[config.mk]
export PLATFORM = sky130hd
export DESIGN_NAME = priority_message_queue_flat
export DESIGN_NICKNAME = d
export VERILOG_FILES = /design/src/sv/pmq_pkg.sv /design/src/sv/pmq_if.sv /design/src/sv/priority_message_queue.sv /design/src/flat_wrapper.sv
export SDC_FILE = /design/constraint.sdc
export NUM_CORES = 1
export LEC_CHECK = 0
export BUFFER_PORTS_ARGS = -buffer_cell sky130_fd_sc_hd__buf_2
export CAP_MARGIN = 20
export CELL_PAD_IN_SITES_DETAIL_PLACEMENT = 1
export CELL_PAD_IN_SITES_GLOBAL_PLACEMENT = 2
export CORE_UTILIZATION = 49
export DETAILED_ROUTE_END_ITERATION = 8
export PLACE_DENSITY = 0.88
export SETUP_SLACK_MARGIN = 0.3
export SLEW_MARGIN = 20
export SYNTH_ARGS = -nofsm -noshare
export SYNTH_HDL_FRONTEND = slang
export SYNTH_SLANG_ARGS = --single-unit
[constraint.sdc]
create_clock -name clk -period 4.9 [get_ports clk]
set_input_delay 0.245 -clock clk [delete_from_list [all_inputs] [get_ports clk]]
set_output_delay 0.245 -clock clk [all_outputs]
set_load 0.1 [all_outputs]
[src/sv/pmq_pkg.sv]
// pmq_pkg: shared types and constants for the priority message queue
// no dependencies
`timescale 1ns / 1ps
package pmq_pkg;
	localparam int SLOTS_DEF = 16;
	localparam int PAYLOAD_BYTES_DEF = 8;
	localparam int PRI_W = 31;

	typedef enum logic [1:0] {
		CMD_SEND = 2'd0,
		CMD_RECV = 2'd1,
		CMD_PEEK = 2'd2,
		CMD_NONE = 2'd3
	} cmd_t;

	typedef enum logic [1:0] {
		ST_OK    = 2'd0,
		ST_FULL  = 2'd1,
		ST_EMPTY = 2'd2,
		ST_BIG   = 2'd3
	} status_t;

	typedef struct packed {
		logic [1:0]       command;
		logic [PRI_W-1:0] priority_req;
		logic [7:0]       byte_count;
		logic [63:0]      payload;
		logic [7:0]       copies;
	} req_t;

	typedef struct packed {
		logic [1:0]       status;
		logic [63:0]      out_payload;
		logic [PRI_W-1:0] out_priority;
		logic [7:0]       out_size;
		logic [7:0]       shortfall;
	} rsp_t;

	// mask of the low n bytes of a 64-bit word
	function automatic logic [63:0] byte_mask(input logic [7:0] n);
		logic [63:0] m;
		m = '0;
		for (int i = 0; i < 8; i++)
			if (8'(i) < n) m[i*8 +: 8] = 8'hff;
		return m;
	endfunction
endpackage

[src/sv/pmq_if.sv]
// pmq_if: valid/ready channel carrying one payload struct
// depends on pmq_pkg
`timescale 1ns / 1ps
interface pmq_if #(parameter type T = logic);
	logic valid;
	logic ready;
	T     data;
	modport source (output valid, output data, input ready);
	modport sink   (input valid, input data, output ready);
endinterface

[src/sv/priority_message_queue.sv]
// Priority message queue: a linked list of message slots sorted by priority,
// lowest value first, equal priorities in arrival order. A send classifies the
// request, walks past each stored message of equal or lower priority value,
// then links the new slot in; the walk reads one list entry per cycle through the
// single next-pointer/priority memory port. Receive and peek read the head
// entry and deliver it; full, too-big, empty and unused commands go straight
// to the output step. The result is built in a working register and moved
// into the output register once that is free; a new request is taken after
// the move, so a stalled output holds off the next request. After reset the
// free stack is filled before the first request is taken. Full, empty and
// too-big cases return a status code.
// depends on pmq_pkg, pmq_if
`timescale 1ns / 1ps
module priority_message_queue
	import pmq_pkg::*;
#(
	parameter int SLOTS = SLOTS_DEF,
	parameter int PAYLOAD_BYTES = PAYLOAD_BYTES_DEF
) (
	input  logic clk,
	input  logic arst_n,
	pmq_if.sink   req,
	pmq_if.source rsp
);
	localparam int IW = (SLOTS > 1) ? $clog2(SLOTS) : 1;
	localparam int PW = $clog2(SLOTS + 1);

	typedef enum logic [5:0] {
		S_IDLE  = 6'b000001,
		S_HEAD  = 6'b000010,
		S_WALK  = 6'b000100,
		S_LINK  = 6'b001000,
		S_DELIV = 6'b010000,
		S_OUT   = 6'b100000
	} state_t;

	// slot memories
	logic [PRI_W-1:0] pri_mem  [SLOTS];
	logic [7:0]       size_mem [SLOTS];
	logic [63:0]      data_mem [SLOTS];
	logic [7:0]       cop_mem  [SLOTS];
	logic [PW-1:0]    next_mem [SLOTS];
	logic [IW-1:0]    free_mem [SLOTS];

	state_t           state_q;
	req_t             cur_q;
	rsp_t             res_q;
	rsp_t             out_q;
	logic [PW-1:0]    free_top_q, head_q, prev_q, cur_idx_q, steps_q;
	logic [IW-1:0]    slot_q;
	logic [PRI_W-1:0] rd_pri_q;
	logic [PW-1:0]    rd_next_q;
	logic [7:0]       rd_size_q, rd_cop_q;
	logic [63:0]      rd_data_q;
	logic             init_q;
	logic [IW-1:0]    init_idx_q;
	logic             valid_q;

	assign req.ready = (state_q == S_IDLE) && !init_q;
	assign rsp.valid = valid_q;
	assign rsp.data  = out_q;

	logic             cur_in;
	logic [7:0]       n_cp;
	assign cur_in = cur_idx_q < PW'(SLOTS);
	assign n_cp   = (cur_q.byte_count < rd_size_q) ? cur_q.byte_count : rd_size_q;

	// free stack fill sweep after reset, then command sequencer
	always_ff @(posedge clk or negedge arst_n) begin
		if (!arst_n) begin
			state_q    <= S_IDLE;
			free_top_q <= '0;
			head_q     <= PW'(SLOTS);
			init_q     <= 1'b1;
			init_idx_q <= '0;
		end else begin
			if (init_q) begin
				free_mem[init_idx_q] <= init_idx_q;
				if (32'(init_idx_q) == SLOTS - 1) init_q <= 1'b0;
				init_idx_q <= init_idx_q + 1'b1;
			end
			case (state_q)
				S_IDLE: begin
					if (req.valid && req.ready) begin
						cur_q   <= req.data;
						res_q   <= '0;
						state_q <= S_HEAD;
					end
				end
				S_HEAD: begin
					// classify and fetch head or free slot
					case (cur_q.command)
						CMD_SEND: begin
							if (free_top_q >= PW'(SLOTS)) begin
								res_q.status <= ST_FULL;
								state_q <= S_OUT;
							end else if (cur_q.byte_count > 8'(PAYLOAD_BYTES)) begin
								res_q.status <= ST_BIG;
								state_q <= S_OUT;
							end else begin
								slot_q    <= free_mem[free_top_q[IW-1:0]];
								prev_q    <= PW'(SLOTS);
								cur_idx_q <= head_q;
								steps_q   <= '0;
								if (head_q < PW'(SLOTS)) begin
									rd_pri_q  <= pri_mem[head_q[IW-1:0]];
									rd_next_q <= next_mem[head_q[IW-1:0]];
								end
								state_q   <= S_WALK;
							end
						end
						CMD_RECV, CMD_PEEK: begin
							if (head_q >= PW'(SLOTS)) begin
								res_q.status <= ST_EMPTY;
								state_q <= S_OUT;
							end else begin
								rd_pri_q  <= pri_mem[head_q[IW-1:0]];
								rd_next_q <= next_mem[head_q[IW-1:0]];
								rd_size_q <= size_mem[head_q[IW-1:0]];
								rd_data_q <= data_mem[head_q[IW-1:0]];
								rd_cop_q  <= cop_mem[head_q[IW-1:0]];
								state_q   <= S_DELIV;
							end
						end
						default: state_q <= S_OUT;
					endcase
				end
				S_WALK: begin
					// one list entry compared per cycle
					if (cur_in && steps_q < PW'(SLOTS) && rd_pri_q <= cur_q.priority_req) begin
						prev_q    <= cur_idx_q;
						cur_idx_q <= rd_next_q;
						steps_q   <= steps_q + 1'b1;
						if (rd_next_q < PW'(SLOTS)) begin
							rd_pri_q  <= pri_mem[rd_next_q[IW-1:0]];
							rd_next_q <= next_mem[rd_next_q[IW-1:0]];
						end
					end else begin
						state_q <= S_LINK;
					end
				end
				S_LINK: begin
					pri_mem[slot_q]  <= cur_q.priority_req;
					size_mem[slot_q] <= cur_q.byte_count;
					data_mem[slot_q] <= cur_q.payload & byte_mask(cur_q.byte_count);
					cop_mem[slot_q]  <= cur_q.copies;
					next_mem[slot_q] <= cur_in ? cur_idx_q : PW'(SLOTS);
					if (prev_q >= PW'(SLOTS)) head_q <= PW'(slot_q);
					else next_mem[prev_q[IW-1:0]] <= PW'(slot_q);
					free_top_q <= free_top_q + 1'b1;
					state_q <= S_OUT;
				end
				S_DELIV: begin
					res_q.out_payload  <= rd_data_q & byte_mask(n_cp);
					res_q.out_priority <= rd_pri_q;
					res_q.out_size     <= n_cp;
					if (cur_q.command == CMD_RECV) begin
						res_q.shortfall <= cur_q.byte_count - n_cp;
						if (rd_cop_q > 8'd1) begin
							cop_mem[head_q[IW-1:0]] <= rd_cop_q - 8'd1;
						end else begin
							head_q <= rd_next_q;
							if (free_top_q != '0) begin
								free_top_q <= free_top_q - 1'b1;
								free_mem[IW'(free_top_q - 1'b1)] <= head_q[IW-1:0];
							end
						end
					end
					state_q <= S_OUT;
				end
				S_OUT: begin
					// move result into the output register once it is free
					if (!valid_q || rsp.ready) begin
						out_q   <= res_q;
						state_q <= S_IDLE;
					end
				end
				default: state_q <= S_IDLE;
			endcase
		end
	end

	// output register valid flag
	always_ff @(posedge clk or negedge arst_n) begin
		if (!arst_n) begin
			valid_q <= 1'b0;
		end else if (state_q == S_OUT && (!valid_q || rsp.ready)) begin
			valid_q <= 1'b1;
		end else if (rsp.ready) begin
			valid_q <= 1'b0;
		end
	end

	// checks on sequencer bookkeeping
	a_onehot: assert property (@(posedge clk) disable iff (!arst_n) $onehot(state_q))
		else $error("state not one-hot");
	a_top: assert property (@(posedge clk) disable iff (!arst_n) free_top_q <= PW'(SLOTS))
		else $error("free top overflow");
	a_empty: assert property (@(posedge clk) disable iff (!arst_n)
		(free_top_q == '0) |-> (head_q == PW'(SLOTS)))
		else $error("list not empty with no slots in use");
	a_noacc: assert property (@(posedge clk) disable iff (!arst_n)
		init_q |-> !req.ready)
		else $error("ready during free stack fill");
endmodule
[src/flat_wrapper.sv]
// flat-port wrapper written by rule: the top's interface ports become plain ports
module priority_message_queue_flat import pmq_pkg::*;
#(
	parameter int SLOTS = SLOTS_DEF,
	parameter int PAYLOAD_BYTES = PAYLOAD_BYTES_DEF
)
  (clk, arst_n, req_valid, req_data, req_ready, rsp_valid, rsp_data, rsp_ready);
  pmq_if req_i ();
  pmq_if rsp_i ();
  input  logic clk;
  input  logic arst_n;
  input wire logic [$bits(req_i.valid)-1:0] req_valid;
  input wire logic [$bits(req_i.data)-1:0] req_data;
  output wire logic [$bits(req_i.ready)-1:0] req_ready;
  output wire logic [$bits(rsp_i.valid)-1:0] rsp_valid;
  output wire logic [$bits(rsp_i.data)-1:0] rsp_data;
  input wire logic [$bits(rsp_i.ready)-1:0] rsp_ready;
  assign req_i.valid = req_valid;
  assign req_i.data = req_data;
  assign req_ready = req_i.ready;
  assign rsp_valid = rsp_i.valid;
  assign rsp_data = rsp_i.data;
  assign rsp_i.ready = rsp_ready;
  priority_message_queue #(.SLOTS(SLOTS), .PAYLOAD_BYTES(PAYLOAD_BYTES)) u_core (.clk(clk), .arst_n(arst_n), .req(req_i), .rsp(rsp_i));
endmodule
==> results of run 1 <==
==> final cells by class <==
| cell class | count | area share, % |
|---|---|---|
| clock buffer | 17 | 4.07 |
| clock inverter | 15 | 1.75 |
| inverter | 6 | 0.216 |
| multi-input combinational | 499 | 37.5 |
| sequential | 193 | 52.6 |
| tap | 265 | 3.18 |
| timing repair buffer | 11 | 0.695 |
==> cells by family (layout without fill, tap and decap cells) <==
family | count (synthesis) | after routing | share of synthesized area [%]
other cells | 1 | 1 | 0.0388
buf+inv | 60 | 49 | 2.77
mux | 90 | 90 | 16.0
fa+ha+maj | 7 | 7 | 0.906
flops | 193 | 193 | 56.8
simple gates | 274 | 274 | 14.1
xor+xnor | 10 | 10 | 0.906
compound gates | 117 | 117 | 8.50
==> per-stage QoR <==
stage / utilization (%) / worst slack (ns) / instance area (µm²)
2_1_floorplan: - / 2.48 / 9670
3_3_place_gp: 50.6 / 2.21 / 9820
3_5_place_dp: 50.6 / 2.18 / 9820
4_1_cts: 53.8 / 2.13 / 10400
5_1_grt: 53.8 / 1.96 / 10400
6_report: 53.8 / 2.10 / 10400
==> registers in the layout (all words and copies together) (netlist names), 4 cells and up, named ones only <==
register	cells
u_core.head_q	5
u_core.rd_next_q	5
u_core.next_mem	80
u_core.cur_idx_q	5
u_core.steps_q	5
u_core.init_idx_q	4
u_core.free_mem	64
u_core.prev_q	5
u_core.state_q	5
u_core.slot_q	4
u_core.free_top_q	5
==> power groups by stage <==
stage	combinational (µW)	sequential, µW	clock, µW
2_1_floorplan	561	1900	0
3_3_place_gp	579	2030	0
3_5_place_dp	605	2040	0
4_1_cts	610	2000	1430
5_1_grt	644	2010	1480
6_report	609	2000	1410
==> routing by layer <==
metal	vias up	wire length, µm
met5	-	0
met4	0	853
met3	55	1070
met2	189	13300
met1	3345	10500
li1	2825	-
==> critical path, stage by stage <==
cell and delay [ns]:
dlygate4sd3_1 0.53, buf_2 0.57, nand4_1 0.77, o21ai_0 0.76
==> placed cells by master, fill, tap and decap left out, drive strengths merged, types with 7 or more instances in the layout <==
cell,count
and2,9
inv,14
nor2,67
nand4,12
o31ai,61
mux2,16
dfxtp,20
nor3,12
nand3b,7
ha,7
edfxtp,152
nand2,104
nand2b,14
xnor2,7
mux4,50
mux2i,24
dfrtp,18
o21ai,25
nor2b,16
buf,10
clkbuf,17
nand3,18
==> path summary, 6_finish.rpt <==
kind | start | endpoint | slack (ns) | cells after the start
worst max-delay path | arst_n | u_core.next_mem[1][2]$_DFFE_PP_ | 2.10 | 4
worst min-delay path | rsp_ready | u_core.rsp.valid$_DFFE_PN0P_ | 0.08 | 3
worst max register to register | flip-flop | u_core.rd_next_q[4]$_DFFE_PP_ | 2.18 | 5
worst min register to register | u_core.head_q[4]$_DFFE_PN1P_ | u_core.head_q[4]$_DFFE_PN1P_ | 0.50 | 1
max in group asynchronous | arst_n | u_core.free_top_q[0]$_DFFE_PN0N_ | 4.02 | 2
min in group asynchronous | arst_n | u_core.state_q[3]$_DFFE_PN0P_ | 0.39 | 2
==> results_dict.tcl, run 1 <==
set metrics [dict create \
    p_leak_uw 0.00339 \
    drt-initial-drc-count 529 \
    status "completed" \
    power.total_uw 4020 \
    multi_input_area_um2 3910 \
    grt_antenna_before_repair 0 \
    cts_setup_buffers 0 \
    grt_max_degree 33 \
    gp_congestion 0.871 \
    yosys_warnings 0 \
    hold_ws_ns 0.0816 \
    required_ns 4.98 \
    ys_types 52 \
    drt_pass1_iterations 5 \
    setup_violations 0 \
    p_int_uw 2770 \
    routed_wl_um 25700 \
    arrival_ns 2.88 \
    clockPowerShare_pct 35.1 \
    crit_fanout 32 \
    synth_commonest_cells "edfxtp_1, nand2_1, nor2_1" \
    power_switching_uw 1250 \
    hp-class "input port to flip-flop" \
    antenna_cells 0 \
    use_met3_pct 4.41 \
    synthFlopType "edfxtp_1" \
    clock_latency_ns 0.45 \
    nFillCells 1953 \
    htreeDepth 4 \
    routedWlPerCell_um 25.5 \
    p_sw_share_pct 31.1 \
    grtUsageMet2_pct 46.6 \
    crit_path_end_kind "flip-flop" \
    syn_area_um2 9670 \
    clock-root-buffer "clkbuf_16" \
    initial_core_util_pct 49.8 \
    max-vdd-ir-drop_mv 0.257 \
    combPwrFrac_pct 15.2 \
    dpl.hpwl_um 18000 \
    synthToLayoutAreaGrowth_pct 7.97 \
    die_h_um 142 \
    grt_pass1_wl_um 39200 \
    drc 0 \
    cts.sinks 193 \
    io_pins 8 \
    critical_path_class "input port to flip-flop" \
    final_hold_viol_count 0 \
    via_per_inst 6.38 \
    fmax_ghz 0.357 \
    vias 6414 \
    worst_pin_slew_ns 1.07 \
    timing.final.crit_share_pct 57.2 \
    fin_skew_ns 0.0121 \
    regArea_um2 5500 \
    yosysSeqAreaShare_pct 56.8 \
    rsz0062_at_grt "false" \
    ant_nets 0 \
    die-area_um2 20300 \
    synth_area_leaders "edfxtp_1, mux4_2, o31ai_1" \
    async_flop_share_pct 10.9 \
    crit_path_start_kind "input port" \
    slew_violations 0 \
    avgSynthCellArea_um2 12.9 \
    synth_seq_cells 193 \
    grt_overflow_total 0 \
    placed_cells 973 \
    postCtsHoldBufs 1 \
    p_seq_share_pct 49.7 \
    final_cells 1006 \
    num_rows 51 \
    setup_tns_ns 0 \
    grtUsageTotal_pct 26.9 \
    cap_violations 0 \
    layout-drive-gt1-share_pct 17.0 \
    top_usage_layer "met2" \
    io_buffers 5 \
    postCtsResizedCells 0 \
    final_net_count 740 \
    synth_edf_count 152 \
    yosys.area.top_type "edfxtp_1" \
    cts_tree "yes" \
    grt_util_met1_pct 32.6 \
    grt_pass1_vias 6614 \
    syn_inst 752 \
    placeableCoreArea_um2 19400 \
    cts_buffers 17 \
    synth_top_area_share_pct 47.2 \
    clock_path_buffers 2 \
    die_x_um 142 \
    p_per_area_nw_per_um2 385 \
    path_clk_slew_ns 0.08 \
    synth_nets 764 \
    timing.final.crit_period_ns 2.80 \
    max_slew_margin_pct 28.3 \
    synthMostInstantiatedCell "edfxtp_1" \
]
No activity file was read; power rests on OpenSTA's default activity.
==> run 2: changes to the inputs <==
Settings changed: CORE_UTILIZATION 49 to 45, PLACE_DENSITY 0.88 to 0.82.
Clock period 4.9 ns to 2.8 ns, I/O delays scaled along.
==> results_dict.tcl, run 2 (synthesized netlist as in run 1, its figures left out) <==
set metrics [dict create \
    reg.largest.list "u_core.next_mem x80, u_core.free_mem x64" \
    clock_path_buffers 2 \
    timing.final.crit_share_pct 80.7 \
    via_per_inst 6.10 \
    routed_wl_um 26100 \
    grt_pass1_wl_um 40900 \
    grt_overflow_total 0 \
    cts_setup_buffers 0 \
    final_cell_mix "edfxtp_1, nand2_1, nor2_1" \
    arrival_ns 2.43 \
    io_buffers 5 \
    fin_util_pct 51.1 \
    combPwrFrac_pct 17.7 \
    p_leak_uw 0.00357 \
    grt_antenna_before_repair 0 \
    regMostFlops "u_core.next_mem" \
    nFillCells 2089 \
    drt_pass1_iterations 5 \
    setup_tns_ns 0 \
    placed_cells 1017 \
    timing.final.crit_period_ns 2.26 \
    layout-drive-gt1-share_pct 20.4 \
    max_slew_margin_pct 38.4 \
    p_per_area_nw_per_um2 665 \
    cts_buffers 17 \
    slew_violations 0 \
    die-area_um2 22100 \
    fmax_ghz 0.442 \
    rsz0062_at_grt "false" \
    clock_latency_ns 0.44 \
    p_int_uw 4930 \
    final_cells 1051 \
    worst_pin_slew_ns 0.924 \
    p_sw_share_pct 31.0 \
    htreeDepth 4 \
    vias 6412 \
    gp_congestion 0.861 \
    die_h_um 149 \
    crit_fanout 7 \
    crit_path_end_kind "flip-flop" \
    placeableCoreArea_um2 21000 \
    max-vdd-ir-drop_mv 0.471 \
    final_common_cell "edfxtp_1" \
    status "completed" \
    final_net_count 775 \
    ant_nets 0 \
    critical_path_class "flip-flop to flip-flop" \
    initial_core_util_pct 46.0 \
    drc 0 \
    cap_violations 0 \
    routedWlPerCell_um 24.9 \
    final_hold_viol_count 0 \
    grt_pass1_vias 6829 \
    fin_skew_ns 0.0132 \
    cts.sinks 193 \
    postCtsResizedCells 0 \
    die_x_um 149 \
    io_pins 8 \
    grtUsageTotal_pct 25.4 \
    dpl.hpwl_um 18800 \
    crit_path_start_kind "flip-flop" \
    synthToLayoutAreaGrowth_pct 11.1 \
    largest_reg_flops 80 \
    clock-root-buffer "clkbuf_16" \
    p_seq_share_pct 46.8 \
    hold_ws_ns 0.0366 \
    hp-class "input port to flip-flop" \
    power_switching_uw 2220 \
    antenna_cells 0 \
    setup_violations 0 \
    clockPowerShare_pct 35.5 \
    num_rows 53 \
    drt-initial-drc-count 511 \
    cts_tree "yes" \
    required_ns 2.97 \
    path_clk_slew_ns 0.08 \
    grt_max_degree 25 \
]
-- run 2: changes by cell type in the layout (fill, tap and decap cells not counted) --
cell and delta:
buf_12 +1, buf_4 +33, clkinv_4 +1, clkinv_8 -1, clkinvlp_4 -1, dfrtp_1 +1
dfrtp_2 -1, dlygate4sd3_1 +1, inv_12 +3, inv_6 -2, nor2_1 +1, nor2_2 -1
-- run 2: metrics by stage --
step	area, µm²	total power [µW]	setup WS (ns)
global route	10700	7390	0.354
detailed placement	10100	4670	0.563
finish	10700	7140	0.539
global placement	10100	4620	0.672
floorplan	9670	4300	0.482
CTS	10700	7180	0.462
-- run 2: layout make-up --
cell class	instances	area, µm²	area share [%]
Clock buffer	17	425	3.96
Clock inverter	15	199	1.85
Multi-Input combinational cell	499	3910	36.4
Inverter	6	22.5	0.210
Sequential cell	193	5490	51.1
Tap cell	275	344	3.20
Timing Repair Buffer	46	350	3.26
-- run 2: routing by layer --
layer / up-vias / routed length, µm / global-route usage, %
li1: 2889 / - / -
met1: 3308 / 10500 / 31.1
met2: 164 / 13700 / 44.8
met3: 51 / 1180 / 3.77
met4: 0 / 752 / 10.2
met5: - / 0 / 0
-- run 2: final timing paths --
kind,slack [ns],cells past startpoint,startpoint,to
max in group asynchronous,2.12,3,arst_n,u_core.init_q$_DFF_PN1_
max,0.54,4,u_core.prev_q[3]$_SDFFCE_PP0P_,u_core.next_mem[0][2]$_DFFE_PP_
min in group asynchronous,0.08,2,arst_n,u_core.head_q[1]$_DFFE_PN0P_
max reg2reg,0.54,4,u_core.prev_q[3]$_SDFFCE_PP0P_,u_core.next_mem[0][2]$_DFFE_PP_
min,0.04,3,req_valid,u_core.state_q[0]$_DFFE_PN1P_
min reg2reg,0.50,2,u_core.rd_next_q[1]$_DFFE_PP_,flip-flop
-- run 2: what timing repair did --
| item | 4_1_cts | 5_1_grt |
|---|---|---|
| hold endpoints to repair | 20 | 0 |
| hold buffers | 2 | 0 |
| setup endpoints to repair | 0 | 0 |
-- run 2: power groups by stage --
stage / logic (µW) / clock network [µW] / registers (µW)
floorplan: 982 / 0 / 3320
global placement: 1220 / 0 / 3400
detailed placement: 1260 / 0 / 3400
CTS: 1270 / 2570 / 3340
global route: 1360 / 2670 / 3360
finish: 1260 / 2530 / 3350
-- run 2: worst max-delay path, stage by stage, from the launching register on --
cell and delay (ns):
edfxtp_1 0.44, or3_1 0.57, nor4_2 0.60, nand2b_1 0.27
o21ai_1 0.10
==> run 3: changes to the inputs <==
Clock period 2.8 ns to 2.1 ns, I/O delays scaled along.
==> results_dict.tcl, run 3 (synthesized netlist as in run 1, its figures left out) <==
set metrics [dict create \
    reg.largest.list "u_core.next_mem x80, u_core.free_mem x64" \
    p_int_uw 7200 \
    status "finished, violations left" \
    clock_latency_ns 0.46 \
    final_net_count 853 \
    cap_violations 0 \
    grtUsageTotal_pct 28.1 \
    failed_checks "negative setup slack" \
    grt_max_degree 23 \
    die_h_um 149 \
    gp_congestion 0.894 \
    placed_cells 1048 \
    io_pins 8 \
    grt_pass1_wl_um 44900 \
    power_switching_uw 3370 \
    setup_tns_ns -0.0175 \
    hp-class "input port to flip-flop" \
    p_leak_uw 0.00426 \
    io_buffers 5 \
    combPwrFrac_pct 24.1 \
    die-area_um2 22100 \
    grt_util_met1_pct 33.7 \
    grtUsageMet2_pct 50.0 \
    cts_buffers 17 \
    layout-drive-gt1-share_pct 43.1 \
    power.total_uw 10600 \
    holdPathEnd "u_core.state_q[1]$_DFFE_PN0P_" \
    fin_ws_ns -0.0105 \
    grt_pass1_vias 7434 \
    nFillCells 1958 \
    regMostFlops "u_core.next_mem" \
    clock_path_buffers 2 \
    r2r-start "u_core.slot_q[0]$_DFFE_PP_" \
    cts_tree "yes" \
    clockPowerShare_pct 33.3 \
    antenna_cells 0 \
    synthToLayoutAreaGrowth_pct 30.0 \
    worstReg2RegEnd "u_core.next_mem[8][2]$_DFFE_PP_" \
    path_clk_slew_ns 0.08 \
    arrival_ns 2.38 \
    htreeDepth 4 \
    drt-initial-drc-count 533 \
    cts.sinks 193 \
    dpl.hpwl_um 19500 \
    p_per_area_nw_per_um2 841 \
    rsz0062_at_grt "true" \
    crit_fanout 6 \
    fin_skew_ns 0.0149 \
    worstHoldPathCells 3 \
    die_x_um 149 \
    crit_path_start_kind "flip-flop" \
    timing.final.crit_share_pct 101 \
    slew_violations 0 \
    via_per_inst 6.32 \
    p_sw_share_pct 31.9 \
    required_ns 2.37 \
    critical_path_class "flip-flop to flip-flop" \
    top_usage_layer "met2" \
    ant_nets 0 \
    rr_worst_depth 3 \
    use_met3_pct 4.14 \
    num_rows 53 \
    hp-start "req_valid" \
    grt_antenna_before_repair 0 \
    routedWlPerCell_um 28.6 \
    fmax_ghz 0.474 \
    routed_wl_um 32300 \
    final_hold_viol_count 0 \
    reg2reg_slack_ns -0.01 \
    largest_reg_flops 80 \
    max-vdd-ir-drop_mv 0.535 \
    grt_overflow_total 0 \
    worst_pin_slew_ns 0.778 \
    initial_core_util_pct 46.0 \
    setup_violations 2 \
    fin_util_pct 59.8 \
    hold_ws_ns 0.0640 \
    timing.final.crit_period_ns 2.11 \
    crit_path_end_kind "flip-flop" \
    vias 7140 \
    placeableCoreArea_um2 21000 \
    max_slew_margin_pct 48.0 \
    final_cells 1129 \
    p_seq_share_pct 42.6 \
    final_common_cell "edfxtp_1" \
    final_cell_mix "edfxtp_1, nand2_1, buf_4" \
    drc 0 \
    drt_pass1_iterations 5 \
    clock-root-buffer "clkbuf_16" \
]
==> run 3: changes by cell type in the layout (fill, tap and decap cells not counted), moves of 13 or more <==
cell / delta
o31ai_4: +16
o31ai_1: -47
buf_4: +38
buf_6: +23
o31ai_2: +31
o21ai_0: -13
nor2_1: -15
==> run 3: routing by layer <==
| metal | vias up | share of wire, % |
|---|---|---|
| met5 | - | 0 |
| met4 | 0 | 4.2 |
| met3 | 87 | 4.5 |
| met2 | 251 | 53 |
| met1 | 3738 | 38 |
| li1 | 3064 | - |
==> run 3: final cells by class <==
| type | count | area (µm²) | share of cell area (%) |
|---|---|---|---|
| sequential | 193 | 5510 | 43.8 |
| multi-input combinational | 501 | 4820 | 38.3 |
| timing repair buffer | 122 | 1220 | 9.73 |
| clock buffer | 17 | 425 | 3.39 |
| tap | 275 | 344 | 2.74 |
| clock inverter | 15 | 228 | 1.81 |
| inverter | 6 | 25.0 | 0.199 |
==> run 3: what timing repair did <==
| action | 4_1_cts | 5_1_grt |
|---|---|---|
| setup buffers | 18 | 17 |
| setup endpoints to repair | 171 | 186 |
| cloned | 5 | 7 |
| pin swaps | 21 | 32 |
| endpoints found under the hold margin | 19 | 0 |
| gates resized for setup | 84 | 123 |
| hold buffers | 2 | 0 |
==> run 3: worst max path at each step <==
stage / from / endpoint / slack (ns) / cells after the start
6_report: u_core.slot_q[0]$_DFFE_PP_ / u_core.next_mem[8][2]$_DFFE_PP_ / -0.01 / 3
5_1_grt: u_core.slot_q[0]$_DFFE_PP_ / u_core.next_mem[8][2]$_DFFE_PP_ / -0.05 / 3
4_1_cts: flip-flop / u_core.rd_next_q[4]$_DFFE_PP_ / 0.17 / 5
3_5_place_dp: u_core.state_q[5]$_DFFE_PN0P_ / u_core.next_mem[14][1]$_DFFE_PP_ / 0.01 / 5
3_3_place_gp: flip-flop / u_core.rd_next_q[0]$_DFFE_PP_ / 0.13 / 7
2_1_floorplan: u_core.state_q[2]$_DFFE_PN0P_ / u_core.next_mem[3][0]$_DFFE_PP_ / 0.21 / 6
==> run 3: critical path: stages, from the launching register on <==
cell      delay, ns
edfxtp_1       0.51
nor2_1         0.65
nand3_2        0.41
o31ai_1        0.36
==> run 3: power groups by stage <==
stage | sequential, µW | clock, µW | combinational (µW)
after floorplan | 4440 | 0 | 1380
after global placement | 4520 | 0 | 1800
after detailed placement | 4530 | 0 | 1860
after CTS | 4470 | 3530 | 2210
after global routing | 4510 | 3660 | 2670
final | 4500 | 3520 | 2550
==> run 3: stage by stage <==
step / area [µm²] / setup slack [ns]
after floorplan: 9780 / 0.211
after global placement: 10400 / 0.125
after detailed placement: 10400 / 0.0117
after CTS: 11700 / 0.166
after global routing: 12600 / -0.0495
final: 12600 / -0.0105
